## src/design/tts_pkg.sv

```systemverilog
`default_nettype none
package tts_pkg;

    localparam int FUNC_W = 16;
    localparam int WORD_W = 32;
    localparam int IDX_W  = 4;
    localparam int CNT_W  = 4;

    localparam int S_DATA_W = 152;
    localparam int M_DATA_W = 96;

    localparam logic [1:0] MODE_CREATE  = 2'd0;
    localparam logic [1:0] MODE_TICK    = 2'd1;
    localparam logic [1:0] MODE_DESTROY = 2'd2;

    localparam logic [1:0] KIND_CREATE  = 2'd0;
    localparam logic [1:0] KIND_FIRE    = 2'd1;
    localparam logic [1:0] KIND_DONE    = 2'd2;
    localparam logic [1:0] KIND_DESTROY = 2'd3;

    typedef struct packed {
        logic              busy;
        logic [FUNC_W-1:0] func;
        logic [WORD_W-1:0] arg;
        logic [WORD_W-1:0] period;
        logic [WORD_W-1:0] due;
    } t_slot;

endpackage
`default_nettype wire

```

## src/design/tts_cell.sv

```systemverilog
`default_nettype none
module tts_cell (
    input  wire logic          i_clk,
    input  wire logic          i_rst_n,
    input  wire logic          i_shift,
    input  wire tts_pkg::t_slot i_prev,
    input  wire logic          i_wr,
    input  wire tts_pkg::t_slot i_wdata,
    output tts_pkg::t_slot     o_slot
);

    tts_pkg::t_slot r_slot;

    always_ff @(posedge i_clk) begin
        if (!i_rst_n) begin
            r_slot <= '0;
        end else if (i_shift) begin
            r_slot <= i_prev;
        end else if (i_wr) begin
            r_slot <= i_wdata;
        end
    end

    assign o_slot = r_slot;

endmodule
`default_nettype wire

```

## src/design/timed_task_slot_scheduler.sv

```systemverilog
// Create and destroy: the result is registered and shows in the cycle after the item is accepted.
// Schedule tick: the slot ring rotates one cell per cycle through one update unit,
// except while the output is stalled; after every slot has passed, a summary is sent.
// One item is worked on at a time; the next is taken once its results are out.
// Synchronous active-low reset clears every slot and sets the free-slot hint to slot 0.
`default_nettype none
module timed_task_slot_scheduler #(
    parameter int NUM_SLOTS = 12
) (
    input  wire logic                          i_clk,
    input  wire logic                          i_rst_n,
    input  wire logic                          i_s_tvalid,
    output logic                               o_s_tready,
    // func_id, arg_word, period, now_time, runtime_limit, slot
    input  wire logic [tts_pkg::S_DATA_W-1:0] i_s_tdata,
    // mode
    input  wire logic [1:0]                    i_s_tuser,
    output logic                               o_m_tvalid,
    input  wire logic                          i_m_tready,
    // slot_index, fired_func, fired_arg, full_res, fire_count, next_due
    output logic [tts_pkg::M_DATA_W-1:0]       o_m_tdata,
    // kind
    output logic [1:0]                         o_m_tuser,
    output logic                               o_m_tlast
);

    localparam int IW = (NUM_SLOTS > 1) ? $clog2(NUM_SLOTS) : 1;
    localparam int CW = $clog2(NUM_SLOTS + 1);
    localparam logic [1:0] ST_IDLE = 2'd0;
    localparam logic [1:0] ST_TICK = 2'd1;
    localparam logic [1:0] ST_SUM  = 2'd2;

    logic [1:0]    r_state;
    logic [IW-1:0] r_step;
    logic [31:0]   r_now;
    logic [31:0]   r_nrt;
    logic [CW-1:0] r_cnt;
    logic          r_hint_valid;
    logic [IW-1:0] r_hint;
    logic          r_ovalid;
    logic [1:0]    r_okind;
    logic [tts_pkg::M_DATA_W-1:0] r_odata;
    logic          r_olast;

    tts_pkg::t_slot w_slot [NUM_SLOTS];
    tts_pkg::t_slot w_proc;
    tts_pkg::t_slot w_wdata;
    logic [NUM_SLOTS-1:0] w_wr;
    logic [NUM_SLOTS-1:0] w_busy;

    logic [15:0] in_func;
    logic [31:0] in_arg, in_period, in_now, in_limit;
    logic [3:0]  in_slot;
    assign in_func   = i_s_tdata[15:0];
    assign in_arg    = i_s_tdata[47:16];
    assign in_period = i_s_tdata[79:48];
    assign in_now    = i_s_tdata[111:80];
    assign in_limit  = i_s_tdata[143:112];
    assign in_slot   = i_s_tdata[147:144];

    logic out_free, accept, step_go;
    assign out_free   = !r_ovalid || i_m_tready;
    assign o_s_tready = (r_state == ST_IDLE) && out_free;
    assign accept     = i_s_tvalid && o_s_tready;
    assign step_go    = (r_state == ST_TICK) && out_free;

    genvar g;
    generate
        for (g = 0; g < NUM_SLOTS; g++) begin : g_cell
            tts_pkg::t_slot w_prev;
            if (g == NUM_SLOTS - 1) begin : g_tail
                assign w_prev = w_proc;
            end else begin : g_mid
                assign w_prev = w_slot[g+1];
            end
            tts_cell u_cell (
                .i_clk   (i_clk),
                .i_rst_n (i_rst_n),
                .i_shift (step_go),
                .i_prev  (w_prev),
                .i_wr    (w_wr[g]),
                .i_wdata (w_wdata),
                .o_slot  (w_slot[g])
            );
            assign w_busy[g] = w_slot[g].busy;
        end
    endgenerate

    // head cell update
    tts_pkg::t_slot head;
    logic [31:0] d0;
    logic        neg, fire;
    logic [31:0] n_nrt_step;
    always_comb begin
        head = w_slot[0];
        neg  = head.period[31];
        if (head.due != '0) begin
            d0 = head.due;
        end else if (head.period == '0) begin
            d0 = r_now;
        end else if (neg) begin
            d0 = 32'd0 - head.period;
        end else begin
            d0 = r_now + head.period;
        end
        fire       = head.busy && (d0 <= r_now);
        n_nrt_step = r_nrt;
        w_proc     = head;
        if (fire) begin
            if (head.period == '0 || neg) begin
                w_proc = '0;
            end else begin
                w_proc.due = d0 + head.period;
            end
        end else if (head.busy) begin
            w_proc.due = d0;
            if (d0 < r_nrt) begin
                n_nrt_step = d0;
            end
        end
    end

    logic          lf_found;
    logic [IW-1:0] lf_idx;
    always_comb begin
        lf_found = 1'b0;
        lf_idx   = '0;
        for (int i = NUM_SLOTS - 1; i >= 0; i--) begin
            if (!w_busy[i]) begin
                lf_found = 1'b1;
                lf_idx   = IW'(i);
            end
        end
    end

    logic          hint_ok;
    logic [IW-1:0] c_idx;
    logic          dest_ok;
    logic [IW-1:0] d_idx;
    always_comb begin
        hint_ok = 1'b0;
        if (r_hint_valid && (32'(r_hint) < NUM_SLOTS)) begin
            hint_ok = !w_busy[r_hint];
        end
        c_idx   = hint_ok ? r_hint : lf_idx;
        d_idx   = IW'(in_slot);
        dest_ok = 1'b0;
        if (32'(in_slot) < NUM_SLOTS) begin
            dest_ok = w_busy[d_idx];
        end
    end

    always_comb begin
        w_wr    = '0;
        w_wdata = '0;
        if (accept && i_s_tuser == tts_pkg::MODE_CREATE && (hint_ok || lf_found)) begin
            w_wr[c_idx]    = 1'b1;
            w_wdata.busy   = 1'b1;
            w_wdata.func   = in_func;
            w_wdata.arg    = in_arg;
            w_wdata.period = in_period;
        end else if (accept && i_s_tuser == tts_pkg::MODE_DESTROY && dest_ok) begin
            w_wr[d_idx] = 1'b1;
        end
    end

    logic n_ovalid;
    always_comb begin
        n_ovalid = r_ovalid && !i_m_tready;
        if (accept && (i_s_tuser == tts_pkg::MODE_CREATE ||
                       i_s_tuser == tts_pkg::MODE_DESTROY)) begin
            n_ovalid = 1'b1;
        end
        if (step_go && fire) begin
            n_ovalid = 1'b1;
        end
        if ((r_state == ST_SUM) && out_free) begin
            n_ovalid = 1'b1;
        end
    end

    function automatic logic [tts_pkg::M_DATA_W-1:0] pack_out(
        input logic [3:0] idx, input logic [15:0] func, input logic [31:0] arg,
        input logic full, input logic [3:0] cnt, input logic [31:0] nrt);
        pack_out = {7'd0, nrt, cnt, full, arg, func, idx};
    endfunction

    always_ff @(posedge i_clk) begin
        if (!i_rst_n) begin
            r_state      <= ST_IDLE;
            r_step       <= '0;
            r_cnt        <= '0;
            r_hint_valid <= 1'b1;
            r_hint       <= '0;
            r_ovalid     <= 1'b0;
        end else begin
            r_ovalid <= n_ovalid;
            case (r_state)
                ST_IDLE: begin
                    if (accept) begin
                        case (i_s_tuser)
                            tts_pkg::MODE_CREATE: begin
                                r_okind  <= tts_pkg::KIND_CREATE;
                                r_olast  <= 1'b1;
                                if (hint_ok || lf_found) begin
                                    r_hint_valid <= 1'b0;
                                    r_odata <= pack_out(4'(c_idx), '0, '0, 1'b0, '0, '0);
                                end else begin
                                    r_odata <= pack_out('0, '0, '0, 1'b1, '0, '0);
                                end
                            end
                            tts_pkg::MODE_TICK: begin
                                r_now   <= in_now;
                                r_nrt   <= in_limit;
                                r_cnt   <= '0;
                                r_step  <= '0;
                                r_state <= ST_TICK;
                            end
                            tts_pkg::MODE_DESTROY: begin
                                r_okind  <= tts_pkg::KIND_DESTROY;
                                r_olast  <= 1'b1;
                                r_odata  <= pack_out(in_slot, '0, '0, 1'b0, '0, '0);
                            end
                            default: begin
                            end
                        endcase
                    end
                end
                ST_TICK: begin
                    if (step_go) begin
                        r_nrt  <= n_nrt_step;
                        r_step <= r_step + 1'b1;
                        if (fire) begin
                            r_cnt    <= r_cnt + 1'b1;
                            r_okind  <= tts_pkg::KIND_FIRE;
                            r_olast  <= 1'b0;
                            r_odata  <= pack_out(4'(r_step), head.func, head.arg,
                                                 1'b0, '0, '0);
                        end
                        if (32'(r_step) == NUM_SLOTS - 1) begin
                            r_state <= ST_SUM;
                        end
                    end
                end
                ST_SUM: begin
                    if (out_free) begin
                        r_okind  <= tts_pkg::KIND_DONE;
                        r_olast  <= 1'b1;
                        r_odata  <= pack_out('0, '0, '0, 1'b0, 4'(r_cnt), r_nrt);
                        if (r_cnt != '0) begin
                            r_hint_valid <= lf_found;
                            r_hint       <= lf_idx;
                        end
                        r_state <= ST_IDLE;
                    end
                end
                default: begin
                    r_state <= ST_IDLE;
                end
            endcase
        end
    end

    assign o_m_tvalid = r_ovalid;
    assign o_m_tdata  = r_odata;
    assign o_m_tuser  = r_okind;
    assign o_m_tlast  = r_olast;

`ifndef SYNTHESIS
    a_busy_no_take: assert property (@(posedge i_clk) disable iff (!i_rst_n)
        (r_state != ST_IDLE) |-> !o_s_tready)
        else $error("item taken during tick");
    a_reply_next: assert property (@(posedge i_clk) disable iff (!i_rst_n)
        (accept && (i_s_tuser == tts_pkg::MODE_CREATE ||
                    i_s_tuser == tts_pkg::MODE_DESTROY)) |=> (o_m_tvalid && o_m_tlast))
        else $error("missing reply");
    a_step_range: assert property (@(posedge i_clk) disable iff (!i_rst_n)
        (r_state == ST_TICK) |-> (32'(r_step) < NUM_SLOTS))
        else $error("step out of range");
`endif

endmodule
`default_nettype wire
```

## config.mk

```make
export PLATFORM = sky130hd
export DESIGN_NAME = timed_task_slot_scheduler
export DESIGN_NICKNAME = d
export VERILOG_FILES = /design/src/design/tts_pkg.sv /design/src/design/tts_cell.sv /design/src/design/timed_task_slot_scheduler.sv
export SDC_FILE = /design/constraint.sdc
export NUM_CORES = 2
export LEC_CHECK = 0
export BUFFER_PORTS_ARGS = -buffer_cell sky130_fd_sc_hd__buf_2
export CORE_ASPECT_RATIO = 2
export CORE_MARGIN = 8
export CORE_UTILIZATION = 50
export CTS_CLUSTER_DIAMETER = 50
export DETAILED_ROUTE_END_ITERATION = 8
export PLACE_DENSITY = 0.67
export SYNTH_ARGS = -nofsm -noshare
export SYNTH_HDL_FRONTEND = slang
export SYNTH_SLANG_ARGS = --single-unit
```

## constraint.sdc

```tcl
create_clock -name i_clk -period 27.4 [get_ports i_clk]
set_input_delay 6.85 -clock i_clk [delete_from_list [all_inputs] [get_ports i_clk]]
set_output_delay 6.85 -clock i_clk [all_outputs]
set_load 0.01 [all_outputs]
```

==> flow_metrics.tcl <==
set metrics [dict create \
    reg2reg_to "o_m_tdata[29]" \
    grt_pass1_vias 52309 \
    die_w_microns 272 \
    finalWorstSetupSlack_ns 12.89 \
    final_nets 7482 \
    reg2regPathDepth 21 \
    layout_commonest_cell "nor2_1" \
    cts_resized 0 \
    cts_tree "built" \
    critPathArrivalTime_ns 7.66 \
    cp-end-kind "output port" \
    dp_hpwl_microns 117000 \
    holdPathEnd "g_cell[11].u_cell.o_slot[2]" \
    relSlewSlack 0.195 \
    maxCapViolations 0 \
    hold_viol 0 \
    critPathMaxFanout 7 \
    crit_required_ns 20.55 \
    tightest_slew_ns 1.21 \
    drt_pass1_iterations 6 \
    wl_microns 208000 \
    most-common-layout-cells "nor2_1, dfxtp_1, a211oi_1" \
    synth_seq_cells 1528 \
    reg2reg_from "g_cell[0].u_cell.o_slot[33]" \
    fp-row-count 188 \
    drc 0 \
    seqPwrFrac 0.340 \
    syn_to_final_growth_pct 9.80 \
    grt_max_degree 226 \
    io_buffers 247 \
    min_period_over_period 0.529 \
    power_density_nw_per_um2 136 \
    pre_cts_slack_ns 12.90 \
    finalSetupTns_ns 0 \
    die_y_microns 528 \
    critical_path_class "primary input to output port" \
    yosysSeqAreaShare 0.492 \
    cts_hold_buf 0 \
    syn_area_sq_um 65400 \
    ant_nets 0 \
    async_flop_share 0 \
    clockPowerShare 0.214 \
    status "completed" \
    path_clk_slew_ns 0.06 \
    ys_warn_count 0 \
    min_path_type "flip-flop to flip-flop" \
    placed_area_sq_um 66900 \
    numClockSinks 1528 \
    globalRouteOverflowTotal 0 \
    min_period_ns 14.51 \
    leakage_nw 26.2 \
    min_path_cells 2 \
    viasPerCell 6.21 \
    max_freq_mhz 68.9 \
    p_comb_frac 0.446 \
    cts_inserted_buffers 141 \
    io-pin-count 259 \
    synth_cell_types 88 \
    die_area_sq_um 143000 \
    clockRootBuffer "clkbuf_16" \
    drt_iter0_drc 5813 \
    setup_violations 0 \
    vdd_drop_max_mv 0.120 \
    clock_latency_ns 0.77 \
    start_util 0.501 \
    holdWs_ns 0.462 \
    yosys_most_used_dff "dfxtp_1" \
    post_cts_buffers 0 \
    power_mw 9.80 \
    synth_edf_count 156 \
    place.gp.congestion 0.948 \
    num_vias 55959 \
    min_from "g_cell[11].u_cell.o_slot[2]" \
    switching_power_mw 4.29 \
    rsz0062_at_grt "false" \
    htree_levels 4 \
    wire_per_inst_microns 23.1 \
    core_area_sq_um 131000 \
    drive_gt1_frac 0.100 \
    critPathLaunchType "primary input" \
    r2r_slack_ns 18.75 \
    sw_frac_of_total 0.438 \
    clock_path_buffers 3 \
    grt_antenna_before_repair 6 \
    finalInstanceArea_sq_um 71800 \
    syn_inst 7427 \
    grt_usage 0.278 \
    avgSynthCellArea_sq_um 8.81 \
    slew_viol_final 0 \
    internal-power_mw 5.50 \
    grt_pass1_wl_microns 320000 \
    fin_skew_ns 0.0284 \
]
[worst max-delay path by stage]
stage                     slack, ns            to  cells past startpoint       start
after global routing          12.81    o_s_tready                      4  i_m_tready
after detailed placement      12.90    o_s_tready                      4  i_m_tready
after CTS                     12.90    o_s_tready                      4  i_m_tready
after floorplan               12.76  o_m_tdata[0]                      5  i_m_tready
after global placement        12.88    o_s_tready                      4  i_m_tready
final                         12.89    o_s_tready                      4  i_m_tready
[per-layer routing]
layer,share of wire,GRT usage
met1,0.43,0.382
met5,0.000062,0
met2,0.46,0.445
met4,0.035,0.101
met3,0.069,0.0411
[per-stage QoR]
stage | utilization | instances
2_1_floorplan | - | 7433
3_5_place_dp | 0.513 | 8756
4_1_cts | 0.550 | 9011
6_report | 0.550 | 9013
5_1_grt | 0.550 | 9012
3_3_place_gp | 0.513 | 8756
[layout make-up]
type	instances	area [sq um]
Tap cell	1710	2140
Antenna cell	2	5.00
Fill cell	11928	58700
Timing Repair Buffer	343	2020
Clock buffer	202	4260
Sequential cell	1528	32200
Multi-Input combinational cell	5062	30200
Inverter	113	432
Clock inverter	53	647
[power groups by stage]
stage          clock [mW]  sequential, mW  combinational [mW]
6_report             2.10            3.33                4.37
2_1_floorplan           0            3.27                3.05
3_5_place_dp            0            3.36                4.29
4_1_cts              2.13            3.32                4.31
3_3_place_gp            0            3.35                4.24
5_1_grt              2.21            3.40                4.76
[worst max-delay path, stage by stage]
cell     delay, ns
buf_2         0.10
nor2b_1       0.47
nor2_1        0.07
buf_2         0.16
[cell families after synthesis]
group | after synthesis | share of synthesized area
buffers and inverters | 843 | 0.0527
adder cells (fa/ha/maj) | 135 | 0.0261
XOR/XNOR | 66 | 0.00884
other | 1 | 0.0000573
multiplexers | 32 | 0.00637
AO/OA/AOI/OAI | 2052 | 0.222
flip-flops | 1528 | 0.492
AND/OR/NAND/NOR | 2770 | 0.193
[flip-flops by register name, summed over array words and instances (netlist names)]
| name | flops |
|---|---|
| o_m_tuser | 2 |
| o_m_tlast | 1 |
| r_step | 4 |
| r_now | 32 |
| o_m_tvalid | 1 |
| r_hint_valid | 1 |
| o_m_tdata | 89 |
| r_cnt | 4 |
| g_cell.u_cell.o_slot | 1356 |
| r_state | 2 |
| r_hint | 4 |
| r_nrt | 32 |
[synth_stat cells, types with 28 or more instances]
cell	count	area share
a211oi_2	38	0.0073
a22oi_1	325	0.037
o21ai_0	181	0.014
xnor2_1	41	0.0055
edfxtp_1	156	0.072
nor3_1	801	0.061
and2_1	42	0.0040
a31oi_1	31	0.0030
a21o_1	40	0.0046
nor3_2	36	0.0055
buf_2	111	0.0085
nand2_1	175	0.010
and3_1	142	0.014
a22o_1	39	0.0052
nor2_1	1384	0.079
inv_1	111	0.0064
ha_1	133	0.025
a211oi_1	882	0.10
o211ai_1	28	0.0032
a21oi_1	348	0.027
nand3_1	40	0.0031
clkbuf_1	564	0.032
dfxtp_1	1372	0.42
Power figures use the tool's default switching activity.
